`src/rtl/wsts_pkg.sv`:
```
// Shared constants, payload types, memory port types and sequencer states for the sum-tree sampler.
`timescale 1ns / 1ps

package wsts_pkg;

    localparam int LEAVES      = 1024;
    localparam int LEAF_BITS   = $clog2(LEAVES);     // leaf / node address width
    localparam int IDX_BITS    = LEAF_BITS + 1;      // holds LEAVES itself
    localparam int WEIGHT_BITS = 24;
    localparam int SUM_BITS    = 34;
    localparam int LVL_BITS    = $clog2(LEAF_BITS + 1);

    localparam int CFG_ADDR_BITS = 3;
    localparam int CFG_DATA_BITS = 32;
    localparam logic CFG_IDX_NUM_ITEMS = 1'b0;

    localparam logic [1:0] CMD_LOAD    = 2'd0;
    localparam logic [1:0] CMD_REBUILD = 2'd1;
    localparam logic [1:0] CMD_SAMPLE  = 2'd2;
    localparam logic [1:0] CMD_REMOVE  = 2'd3;

    typedef struct packed {
        logic [1:0]             cmd;
        logic [LEAF_BITS-1:0]   item_index;
        logic [WEIGHT_BITS-1:0] weight;
        logic [SUM_BITS-1:0]    query;
    } wsts_in_t;

    typedef struct packed {
        logic [IDX_BITS-1:0] picked_index;
        logic [SUM_BITS-1:0] remaining_sum;
    } wsts_out_t;

    typedef struct packed {
        logic                 en;
        logic [LEAF_BITS-1:0] addr;
    } wsts_rd_t;

    typedef struct packed {
        logic                   en;
        logic [LEAF_BITS-1:0]   addr;
        logic [WEIGHT_BITS-1:0] data;
    } wsts_leaf_wr_t;

    typedef struct packed {
        logic                 en;
        logic [LEAF_BITS-1:0] addr;
        logic [SUM_BITS-1:0]  data;
    } wsts_node_wr_t;

    typedef enum logic [8:0] {
        ST_IDLE     = 9'b000000001,
        ST_REBUILD  = 9'b000000010,
        ST_DESC_RD  = 9'b000000100,
        ST_DESC_CMP = 9'b000001000,
        ST_LEAF_RD  = 9'b000010000,
        ST_LEAF_W   = 9'b000100000,
        ST_UP_CHK   = 9'b001000000,
        ST_UP_WR    = 9'b010000000,
        ST_DONE     = 9'b100000000
    } wsts_state_t;

endpackage

```
`src/rtl/wsts_rebuild.sv`:
```
// Streaming rebuild: prefix-sums leaves in order, emits a left-subtree sum per leaf but the last.
`timescale 1ns / 1ps

module wsts_rebuild (
    input  logic                               clk,
    input  logic                               rst_n,
    input  logic                               start,
    input  logic [wsts_pkg::IDX_BITS-1:0]      num_items,
    input  logic [wsts_pkg::WEIGHT_BITS-1:0]   leaf_rdata,
    output wsts_pkg::wsts_rd_t                 leaf_rd,
    output wsts_pkg::wsts_node_wr_t            node_wr,
    output logic                               done,
    output logic [wsts_pkg::SUM_BITS-1:0]      total
);

    localparam int LB = wsts_pkg::LEAF_BITS;

    logic [wsts_pkg::IDX_BITS-1:0]  rd_cnt_reg;
    logic                           s1_valid_reg;
    logic [LB-1:0]                  s1_idx_reg;
    logic                           s2_valid_reg;
    logic [wsts_pkg::IDX_BITS-1:0]  s2_cnt_reg;
    logic [wsts_pkg::SUM_BITS-1:0]  prefix_reg;
    logic [wsts_pkg::SUM_BITS-1:0]  base_reg [LB];   // prefix at start of a 2^(j+1) block

    logic                             issue;
    logic [wsts_pkg::WEIGHT_BITS-1:0] w_eff;
    logic [wsts_pkg::LVL_BITS-1:0]    lvl;
    logic [LB-1:0]                    wr_addr;
    logic [wsts_pkg::SUM_BITS-1:0]    base_sel;

    assign issue = !rd_cnt_reg[LB];
    assign leaf_rd.en   = issue;
    assign leaf_rd.addr = rd_cnt_reg[LB-1:0];

    assign w_eff = ({1'b0, s1_idx_reg} < num_items) ? leaf_rdata : '0;

    // lowest set bit of the leaf count picks the node whose left half just closed
    always_comb
    begin
        lvl      = wsts_pkg::LVL_BITS'(LB);
        wr_addr  = '0;
        base_sel = '0;
        for (int j = LB - 1; j >= 0; j--)
        begin
            if (s2_cnt_reg[j])
            begin
                lvl = wsts_pkg::LVL_BITS'(j);
            end
        end
        for (int j = 0; j < LB; j++)
        begin
            if (lvl == wsts_pkg::LVL_BITS'(j))
            begin
                wr_addr  = LB'(1 << (LB - 1 - j)) | LB'(s2_cnt_reg >> (j + 1));
                base_sel = base_reg[j];
            end
        end
    end

    assign node_wr.en   = s2_valid_reg && !s2_cnt_reg[LB];
    assign node_wr.addr = wr_addr;
    assign node_wr.data = prefix_reg - base_sel;

    assign done  = s2_valid_reg && s2_cnt_reg[LB];
    assign total = prefix_reg;

    always_ff @(posedge clk or negedge rst_n)
    begin
        if (!rst_n)
        begin
            rd_cnt_reg   <= wsts_pkg::IDX_BITS'(wsts_pkg::LEAVES);
            s1_valid_reg <= 1'b0;
            s2_valid_reg <= 1'b0;
        end
        else if (start)
        begin
            rd_cnt_reg   <= '0;
            s1_valid_reg <= 1'b0;
            s2_valid_reg <= 1'b0;
        end
        else
        begin
            if (issue)
            begin
                rd_cnt_reg <= rd_cnt_reg + wsts_pkg::IDX_BITS'(1);
            end
            s1_valid_reg <= issue;
            s2_valid_reg <= s1_valid_reg;
        end
    end

    always_ff @(posedge clk)
    begin
        if (start)
        begin
            prefix_reg <= '0;
            for (int j = 0; j < LB; j++)
            begin
                base_reg[j] <= '0;
            end
        end
        else
        begin
            s1_idx_reg <= rd_cnt_reg[LB-1:0];
            if (s1_valid_reg)
            begin
                prefix_reg <= prefix_reg + wsts_pkg::SUM_BITS'(w_eff);
                s2_cnt_reg <= {1'b0, s1_idx_reg} + wsts_pkg::IDX_BITS'(1);
            end
            if (s2_valid_reg)
            begin
                for (int j = 0; j < LB; j++)
                begin
                    if (wsts_pkg::LVL_BITS'(j) < lvl)
                    begin
                        base_reg[j] <= prefix_reg;
                    end
                end
            end
        end
    end

endmodule
```
`config.mk`:
```
export PLATFORM = sky130hd
export DESIGN_NAME = wsts_rebuild
export DESIGN_NICKNAME = d
export VERILOG_FILES = /design/src/rtl/wsts_pkg.sv /design/src/rtl/wsts_rebuild.sv
export SDC_FILE = /design/constraint.sdc
export NUM_CORES = 1
export LEC_CHECK = 0
export ABC_AREA = 1
export BUFFER_PORTS_ARGS = -buffer_cell sky130_fd_sc_hd__buf_2
export CAP_MARGIN = 40
export CORE_MARGIN = 4
export CORE_UTILIZATION = 62
export CTS_CLUSTER_DIAMETER = 80
export CTS_CLUSTER_SIZE = 40
export DETAILED_ROUTE_END_ITERATION = 8
export PLACE_DENSITY = 0.82
export SYNTH_ARGS = -nofsm -noshare
export SYNTH_HDL_FRONTEND = slang
export SYNTH_SLANG_ARGS = --single-unit
export TNS_END_PERCENT = 50
```
`constraint.sdc`:
```
create_clock -name clk -period 10.7 [get_ports clk]
set_input_delay 1.07 -clock clk [delete_from_list [all_inputs] [get_ports clk]]
set_output_delay 1.07 -clock clk [all_outputs]
set_load 0.02 [all_outputs]
```
Word level (Yosys, flattened, before mapping):

Memory sizes are Yosys's and may differ from the RTL's.
Cells that the tools add are included.

* $add $sub $neg: 4
* equal/unequal tests: 10
* bitwise operators: 11
* reduce and logical (&&, ||, !) cells: 6
* multiplexer cells: 87
* $lt $le $gt $ge: 11

Operators by type and width (count)
* $mux 34: 20
* $mux 10: 10
* $mux 1: 44
* $add 34x24->34: 1
* $sub 34x34->34: 1
* $mux 4: 8
* $mux 24: 1
* $mux 11: 2
* $eq 4x3->1 const B: 4
* $lt 3x4->1 const A: 4
* $add 10x1->11 const B: 1
* $add 11x1->11 const B: 1
* $lt 10x11->1: 1
* $or 1x1->1: 10
* $eq 4x2->1 const B: 2
* $eq 4x4->1 const B: 2
* $lt 1x4->1 const A: 2
* $lt 2x4->1 const A: 2
* $lt 4x4->1 const A: 2
* $eq 4x1->1 const B: 1
* $logic_not 4->1: 1
* $mux 2: 2
* $logic_and 1x1->1: 2
* $logic_not 1->1: 2
* other kinds (3): 3

* output and inout bits: 91
* bits in writable memories: 340
* register bits after elaboration: 68
* memories kept: 1
* bits of input ports: 38
* logic and storage cells: 137

Memory list
* base_reg: words 10, width 34, rd ports 10, clocked after memory_dff 0, wr ports 10, RTL line wsts_rebuild.sv:24 `logic [wsts_pkg::SUM_BITS-1:0] base_reg [LB];`

Depth between registers and ports, before layout:

Gate-level depths: netlist of run 1.

* word-level depth: 22
* gate-level depth with buffers: 32
* gate-level depth less buffers: 31

Worst setup path after synthesis of run 1:

No wires, ideal clock.

* path type: register to output
* start: register s2_cnt_reg[3] in the netlist's numbering
* end: output port node_wr[16] in the netlist's numbering
* data arrival time: 3.700 ns
* buffers on the path: 1
* stages on the path, launching flop included: 23
* path slack: 5.930 ns
* data required time: 9.630 ns
* cells stage by stage: edfxtp_1 > nor2_4 > nand2_2 > inv_2 > nand2_2 > nor2_4 > inv_2 > nor2_2 > buf_6 > nand2_1 > nand3_1 > o21ai_1 > a21oi_1 > ha_1 > inv_1 > fa_1 > nand3_1 > nand2_1 > a21oi_1 > o21bai_1 > a21boi_0 > o21ai_1 > xor2_1

RTL lines
* start, declared: RTL line wsts_rebuild.sv:22 `logic [wsts_pkg::IDX_BITS-1:0] s2_cnt_reg;`
* start signal, assigned: RTL line wsts_rebuild.sv:109 `s2_cnt_reg <= {1'b0, s1_idx_reg} + wsts_pkg::IDX_BITS'(1);`
* end, declared: RTL line wsts_rebuild.sv:11 `output wsts_pkg::wsts_node_wr_t node_wr,`

==> results of run 1 <==
==> metrics by stage <==
step	setup WS, ns	cells	instance area (um2)
finish	3.053	3043	23620
global placement	4.150	3006	22860
floorplan	5.930	2498	21920
global route	2.787	3043	23620
detailed placement	3.864	3015	23010
CTS	3.189	3043	23620
==> final cells by class <==
class | count | share of cell area
clock buffer | 17 | 0.01801
clock inverter | 11 | 0.007576
inverter | 365 | 0.05801
multi-input combinational | 1632 | 0.3511
sequential | 408 | 0.5016
tap | 455 | 0.02410
timing repair buffer | 155 | 0.03952
==> worst reg2reg max path, cell delays in order, from the launching register on <==
cell	delay [ns]
sky130_fd_sc_hd__edfxtp_1	0.48
sky130_fd_sc_hd__ha_1	0.33
sky130_fd_sc_hd__a21oi_1	0.14
sky130_fd_sc_hd__nor2_1	0.05
sky130_fd_sc_hd__a21oi_1	0.17
sky130_fd_sc_hd__nand3_1	0.15
sky130_fd_sc_hd__buf_4	0.24
sky130_fd_sc_hd__nor2_1	0.13
sky130_fd_sc_hd__ha_1	0.30
sky130_fd_sc_hd__inv_1	0.09
sky130_fd_sc_hd__fa_1	0.40
sky130_fd_sc_hd__inv_1	0.13
sky130_fd_sc_hd__nand3_1	0.08
sky130_fd_sc_hd__nand2_1	0.10
sky130_fd_sc_hd__a21boi_0	0.19
sky130_fd_sc_hd__o21ai_2	0.31
sky130_fd_sc_hd__nand2_1	0.09
sky130_fd_sc_hd__o211ai_1	0.39
sky130_fd_sc_hd__nand2_1	0.17
sky130_fd_sc_hd__a21oi_1	0.18
sky130_fd_sc_hd__o21a_1	0.13
==> report_power, final <==
group          total (W)  internal, W  switching [W]
Clock           0.000878     0.000327       0.000551
Combinational   0.000989     0.000278       0.000711
Sequential       0.00187      0.00181      0.0000667
Total            0.00374      0.00241        0.00133
==> cell usage in the layout (no fill, tap or decap), types with 12 or more instances in the layout <==
master and count:
sky130_fd_sc_hd__nor2_1 405, sky130_fd_sc_hd__dfrtp_1 12, sky130_fd_sc_hd__xor2_1 23, sky130_fd_sc_hd__nand3_1 81, sky130_fd_sc_hd__buf_2 129, sky130_fd_sc_hd__dfxtp_1 34
sky130_fd_sc_hd__buf_4 19, sky130_fd_sc_hd__o21ai_0 75, sky130_fd_sc_hd__a22o_1 35, sky130_fd_sc_hd__nand2_1 549, sky130_fd_sc_hd__edfxtp_1 361, sky130_fd_sc_hd__ha_1 68
sky130_fd_sc_hd__nand4_1 47, sky130_fd_sc_hd__a21oi_1 123, sky130_fd_sc_hd__nor3_1 64, sky130_fd_sc_hd__xnor2_1 15, sky130_fd_sc_hd__or2_2 12, sky130_fd_sc_hd__clkbuf_16 17
sky130_fd_sc_hd__inv_2 19, sky130_fd_sc_hd__inv_1 337
==> path summary, 6_finish.rpt <==
check                      depth (start not counted)  slack [ns]        endpoint          start
setup / recovery                                  25        3.05     node_wr[18]  s2_cnt_reg[0]
hold / removal                                     1        0.39    s2_valid_reg          rst_n
setup reg to reg                                  20        6.38       total[26]  s1_idx_reg[8]
hold reg to reg                                    1        0.54   rd_cnt_reg[9]  rd_cnt_reg[9]
max in group asynchronous                          1       10.01  rd_cnt_reg[10]          rst_n
min in group clk                                   1        0.54   rd_cnt_reg[9]  rd_cnt_reg[9]
==> logic make-up after synthesis <==
logic type | Yosys count
AO/OA/AOI/OAI | 328
XOR/XNOR | 38
adder cells (fa/ha/maj) | 70
buffers and inverters | 458
flip-flops | 408
AND/OR/NAND/NOR | 1196
==> per-layer routing <==
| layer | GRT usage | part of all wire | vias up | wire, um |
|---|---|---|---|---|
| met5 | 0 | 0 | - | 0 |
| met4 | 0.08948 | 0.031 | 0 | 2108 |
| met3 | 0.08604 | 0.15 | 159 | 10370 |
| met2 | 0.5405 | 0.44 | 1393 | 30430 |
| met1 | 0.5039 | 0.38 | 8753 | 26160 |
| li1 | - | - | 8387 | - |
==> impl_results.md, run 1 <==
* Result of the run: finished clean
* Total congestion overflow at 0
* Worst ir drop on vdd at 0.0001003 V
* Number of vias in the routed layout at 18.69k
* Post-synthesis net count at 2606
* Die X at 196.0 um
* Count of mapped cells out of synthesis at about 2.5k
* Longest Clk Path Bufs at 3
* Number of global-route vias before repair at 17.50k
* Crit-path max cell delay at roughly 0.73 ns
* Synth-to-Final Area Change at 7.758%
* Max-slew headroom at the worst pin at 0.3833
* Critical-path cell with the highest stage delay: sky130_fd_sc_hd__nor2_4
* Pins over their slew limit at 0
* Number of primary I/O pins at 129
* Top achievable clock speed at 130.8 MHz
* Post-synthesis mux area share at 0
* Global-route wire length before repair at 103600 um
* Maximum fanout encountered on the critical timing path at 40
* Sum of buffers and inverters on the critical path at 5
* Clock buffer count from CTS at 17
* Global-route usage over all layers at 0.3499
* Crit path max-delay family: simple AND/OR/NAND/NOR gates
* Cell occurring most often along the worst timing path: sky130_fd_sc_hd__nand2_1
* Final worst hold slack at 0.3870 ns
* Remaining antenna violation count at 0
* Worst Path Arrival at 6.58 ns
* Hold Violations, Final at 0
* Sink Count at 408
* Worst setup EP type: primary output
* Gpl congestion at 0.9727
* Core box area at 0.03471 mm2
* Buffer count from post-CTS setup fixing at 0
* Adder and majority gate portion of the synthesized area at 0.04065
* Startpoint type of the worst setup path: register
* Finished Core Util at 0.6804
* Worst hold path class: primary input to asynchronous set/reset pin
* Hold Buf Count CTS at 0
* Share of async-settable or async-resettable flops after synthesis at 0.03186
* Dominant register cell in the synthesized netlist: sky130_fd_sc_hd__edfxtp_1
* Area of the mapped netlist at 0.02192 mm2
* Number of violations reported at the end of detailed-routing iteration 0 at 3217
* Pin count of the biggest net entering global routing at 55
* Measured slew at the worst slew-check pin at a little over 0.9 ns
* Number of gates given a new drive strength after cts at 0
* Hpwl dp at 49830 um
* Area share of the largest cell type after synthesis at 0.4946
* Average footprint of a synthesized cell at 8.774 um2
* Number of rows in the core area at 68
* Overall power after layout at ~0.0037 W
* Final cycle utilization of the critical path at 0.7147
* Min cycle time layout at 7.647 ns
* Multi-input gate area at between 0.008 and 0.009 mm2
* Clock Tree Root: sky130_fd_sc_hd__clkbuf_16
* Number of enable flip-flop cells after synthesis at 361
* Synthesis Warnings at 0
* Number of nets in the layout at 2687
* Top area cells in the synthesized netlist: sky130_fd_sc_hd__edfxtp_1 (49%), sky130_fd_sc_hd__nand2_1 (9.4%), sky130_fd_sc_hd__nor2_1 (6.9%), sky130_fd_sc_hd__inv_1 (5.8%), sky130_fd_sc_hd__ha_1 (3.9%)
* Number of antenna violations at the first check in global routing at 0
* Max FFs per register at 340
* Unique cell type count in the Yosys netlist at 62
* DR WL/cell at 22.70 um
* Category of the critical setup timing path: register to primary output
* Final setup fails at 0
* Main combinational cell family by area after synthesis: simple AND/OR/NAND/NOR gates
* Worst endpoint required time at 9.63 ns
* DRC Markers at 0
* Ant. Diodes at 0
* Cell leakage power at 10.65 nW
* Routed WL at between 60000 and 70000 um
* Average vias per placed instance at 6.143
* Area fraction in compound gates after synthesis at 0.09083
* Number of port buffers at 128
* Die Height at 196.0 um
* H-tree depth reported by CTS at 1
* Number of filler cells placed in the layout at 2721
* Cell accounting for the most synthesized area: sky130_fd_sc_hd__edfxtp_1
* Reported max-cap violation count at 0
* Clock latency of the later-clocked register in the worst-skew pair at 0.56 ns
* Power per Cell Area at about 160 mW/mm2
* Clock transition at the registers of the reported paths at 0.13 ns
* Summed negative setup slack over all endpoints at 0 ns
* Most repeated cell in the gate-level netlist after synthesis: sky130_fd_sc_hd__nand2_1
* Synth Area in Simple Gates at 0.2285
* Reg area at 0.01185 mm2
* RSZ-0062 raised after global routing: false
* CTS tree: yes
* Area of the die at around 0.038 mm2
* Register area share after synthesis at 0.5406
* Router iterations before antenna repair at 6
* Final worst clock skew at 0.04020 ns
* Leading post-synthesis cells by instance count: sky130_fd_sc_hd__nand2_1 (550), sky130_fd_sc_hd__nor2_1 (405), sky130_fd_sc_hd__edfxtp_1 (361)
* Fraction of final layout cells with drive strength greater than 1 at 0.09660
* Number of storage elements in the synthesis netlist at 408
* Post-Synth XOR/XNOR Area at 0.01519
* Starting utilization of the core area at 0.6314
No activity file was read; power rests on OpenSTA's default activity.
==> run 2: changes to the inputs <==
clock period = 7.8 ns   (was 10.7 ns; I/O delays follow)
==> run 2 against run 1 <==
Flip-flop and latch count stayed put. Final area is 0.57% higher. Count of clock-buffer cells in the layout is 3 higher. Setup slack worse by 2.4 ns. Clock skew is 0.017 ns higher. Final cell count is 0.30% higher. Largest cell class unchanged.
==> impl_results.md, run 2 (same netlist as run 1, synthesis figures left out) <==
* Category of the critical setup timing path: register to primary output (unchanged)
* Cell occurring most often along the worst timing path: sky130_fd_sc_hd__nand2_1 (unchanged)
* Number of vias in the routed layout at 18.31k (was 18.69k)
* Synth-to-Final Area Change at 8.375% (was 7.758%)
* DR WL/cell at 22.08 um (was 22.70 um)
* Number of nets in the layout at 2693 (was 2687)
* Final cycle utilization of the critical path at 0.9108
* Reg-to-reg slack, setup at 3.44 ns (was 6.38 ns)
* Multi-input gate area at 0.008290 mm2 (was 0.008293 mm2)
* Hold Buf Count CTS at 0 (unchanged)
* Worst slack after detailed placement at 1.530 ns (was 3.864 ns)
* Most frequent cells in the layout: sky130_fd_sc_hd__nand2_1 (550), sky130_fd_sc_hd__nor2_1 (405), sky130_fd_sc_hd__edfxtp_1 (361) (was sky130_fd_sc_hd__nand2_1 (549), sky130_fd_sc_hd__nor2_1 (405), sky130_fd_sc_hd__edfxtp_1 (361))
* H-tree depth reported by CTS at 1 (unchanged)
* Summed negative setup slack over all endpoints at 0 ns (unchanged)
* Power per Cell Area at 219.7 mW/mm2 (was 158.3 mW/mm2)
* Clock latency of the later-clocked register in the worst-skew pair at 0.57 ns (was 0.56 ns)
* Pins over their slew limit at 0 (unchanged)
* Worst ir drop on vdd at 0.0002016 V (was 0.0001003 V)
* Top achievable clock speed at 140.8 MHz
* Commonest non-fill, non-tap cell in the layout: sky130_fd_sc_hd__nand2_1 (unchanged)
* Cell leakage power at 10.72 nW (was 10.65 nW)
* Core box area at 0.03471 mm2 (unchanged)
* Remaining antenna violation count at 0 (unchanged)
* Routed WL at 67390 um (was 69070 um)
* Cell-by-cell trace of the critical path: nor2_4 -> nand2_2 -> inv_2 -> nand2_2 -> nor2_4 -> nand2_2 -> inv_2 -> nand2_1 -> nand3_1 -> o21ai_1 -> a21oi_1 -> ha_1 -> inv_1 -> fa_1 -> nand3_1 -> nand2_1 -> a21oi_1 -> o21bai_1 -> a21oi_1 -> o21ai_0 -> nand2_1 -> nand3_1 -> nand2_1 -> buf_2
* Area of the die at 0.03842 mm2 (unchanged)
* Total congestion overflow at 0 (unchanged)
* Cell count of the worst reg-to-reg path at 21 (was 20)
* Max-slew headroom at the worst pin at 0.4148 (was 0.3833)
* CTS tree: yes (unchanged)
* Measured slew at the worst slew-check pin at 0.8687 ns (was 0.9237 ns)
* RSZ-0062 raised after global routing: false (unchanged)
* Longest Clk Path Bufs at 3 (unchanged)
* Global-route usage over all layers at 0.3449 (was 0.3499)
* Reg-to-reg critical path startpoint: s1_idx_reg[8] (unchanged)
* Final setup fails at 0 (unchanged)
* Number of gates given a new drive strength after cts at 0 (unchanged)
* Starting utilization of the core area at 0.6314 (unchanged)
* Buffer count from post-CTS setup fixing at 0 (unchanged)
* Final design instance area without fill at 0.02375 mm2 (was 0.02362 mm2)
* Ant. Diodes at 0 (unchanged)
* Gpl congestion at 1.012 (was 0.9727)
* Die Height at 196.0 um (unchanged)
* Hpwl dp at 49060 um (was 49830 um)
* Reported max-cap violation count at 0 (unchanged)
* Overall power after layout at 0.005218 W (was 0.003739 W)
* Number of violations reported at the end of detailed-routing iteration 0 at 2454 (was 3217)
* Worst hold path class: primary input to asynchronous set/reset pin (unchanged)
* Clock Tree Root: sky130_fd_sc_hd__clkbuf_16 (unchanged)
* Worst Path Arrival at 6.32 ns (was 6.58 ns)
* Worst endpoint required time at 7.02 ns (was 9.63 ns)
* Worst setup EP type: primary output (unchanged)
* Number of antenna violations at the first check in global routing at 1 (was 0)
* Pin count of the biggest net entering global routing at 50 (was 55)
* Number of rows in the core area at 68 (unchanged)
* Placed standard-cell area at 0.02304 mm2 (was 0.02301 mm2)
* Sink Count at 408 (unchanged)
* Startpoint type of the worst setup path: register (unchanged)
* Crit-path max cell delay at 0.68 ns (was 0.73 ns)
* Reg area at 0.01185 mm2 (unchanged)
* Min cycle time layout at between 7 and 8 ns
* Maximum fanout encountered on the critical timing path at 28 (was 40)
* Router iterations before antenna repair at 6 (unchanged)
* Max FFs per register at 340 (unchanged)
* Number of primary I/O pins at 129 (unchanged)
* Fraction of final layout cells with drive strength greater than 1 at 0.09858 (was 0.09660)
* Hold Violations, Final at 0 (unchanged)
* Fin worst setup slack at 0.6959 ns (was 3.053 ns)
* Result of the run: finished clean (unchanged)
* Sum of buffers and inverters on the critical path at 4 (was 5)
* DRC Markers at 0 (unchanged)
* Number of filler cells placed in the layout at 2785 (was 2721)
* Crit path max-delay family: simple AND/OR/NAND/NOR gates (unchanged)
* Finished Core Util at 0.6843 (was 0.6804)
* Critical-path cell with the highest stage delay: sky130_fd_sc_hd__nor2_4 (unchanged)
* Clock buffer count from CTS at 18 (was 17)
* Average vias per placed instance at 5.998 (was 6.143)
* Number of port buffers at 128 (unchanged)
* Final worst clock skew at 0.05706 ns (was 0.04020 ns)
* Capturing point of the worst reg2reg path: total[28] (was total[26])
* Number of global-route vias before repair at 17.60k (was 17.50k)
* Die X at 196.0 um (unchanged)
* Clock transition at the registers of the reported paths at 0.13 ns (about the same)
* Global-route wire length before repair at 102700 um (was 103600 um)
## run 2: cell types whose count changed in the layout (fill, tap and decap cells not counted), sizes merged
cell and change:
bufinv +1, buf +5, clkbuf +3, clkinv +1, clkinvlp -1
## run 2: power breakdown
part | internal [W] | switching (W) | total, W
sequential | 0.00248 | 0.0000887 | 0.00257
clock | 0.000534 | 0.000772 | 0.00131
combinational | 0.000384 | 0.000963 | 0.00135
## run 2: worst reg2reg max path, stage by stage, from the launching register on
cell,delay (ns)
sky130_fd_sc_hd__edfxtp_1,0.51
sky130_fd_sc_hd__ha_1,0.34
sky130_fd_sc_hd__a21oi_1,0.15
sky130_fd_sc_hd__nor2_1,0.06
sky130_fd_sc_hd__a21oi_1,0.18
sky130_fd_sc_hd__nand3_1,0.14
sky130_fd_sc_hd__buf_4,0.24
sky130_fd_sc_hd__nor2_1,0.13
sky130_fd_sc_hd__ha_1,0.28
sky130_fd_sc_hd__inv_1,0.09
sky130_fd_sc_hd__fa_1,0.41
sky130_fd_sc_hd__inv_1,0.13
sky130_fd_sc_hd__nand3_1,0.09
sky130_fd_sc_hd__nand2_1,0.10
sky130_fd_sc_hd__a21boi_0,0.19
sky130_fd_sc_hd__o21ai_2,0.31
sky130_fd_sc_hd__nand2_1,0.09
sky130_fd_sc_hd__o211ai_1,0.37
sky130_fd_sc_hd__nand3_1,0.23
sky130_fd_sc_hd__nand2_1,0.11
sky130_fd_sc_hd__nand2_1,0.06
sky130_fd_sc_hd__nor2_1,0.12
## run 2: metal layers
metal / vias to the layer above / GRT usage / wire [um]
li1: 8415 / - / -
met1: 8514 / 0.5090 / 26610
met2: 1230 / 0.5281 / 29700
met3: 145 / 0.07316 / 8932
met4: 2 / 0.08844 / 2118
met5: - / 0 / 38
## run 2: metrics by stage
| stage | hold slack, ns | cells |
|---|---|---|
| global placement | 0.4995 | 3011 |
| global route | 0.1105 | 3052 |
| floorplan | 0.4691 | 2498 |
| detailed placement | 0.5220 | 3020 |
| finish | 0.1043 | 3052 |
| CTS | 0.1063 | 3052 |
## run 2: how the worst max path moves through the flow
stage | start | to | slack (ns) | cells after the start
floorplan | s2_cnt_reg[3] | node_wr[16] | 3.32 | 22
global placement | s2_cnt_reg[7] | node_wr[30] | 1.65 | 25
detailed placement | s2_cnt_reg[7] | node_wr[30] | 1.53 | 25
CTS | s2_cnt_reg[7] | node_wr[30] | 0.90 | 25
global route | s2_cnt_reg[7] | node_wr[30] | 0.33 | 25
finish | s2_cnt_reg[3] | node_wr[30] | 0.70 | 24
## run 2: layout make-up
cell class | instances | area share
Clock buffer | 20 | 0.02017
Clock inverter | 12 | 0.009692
Inverter | 365 | 0.05768
Multi-Input combinational cell | 1632 | 0.3490
Sequential cell | 408 | 0.4988
Tap cell | 455 | 0.02397
Timing Repair Buffer | 160 | 0.04067
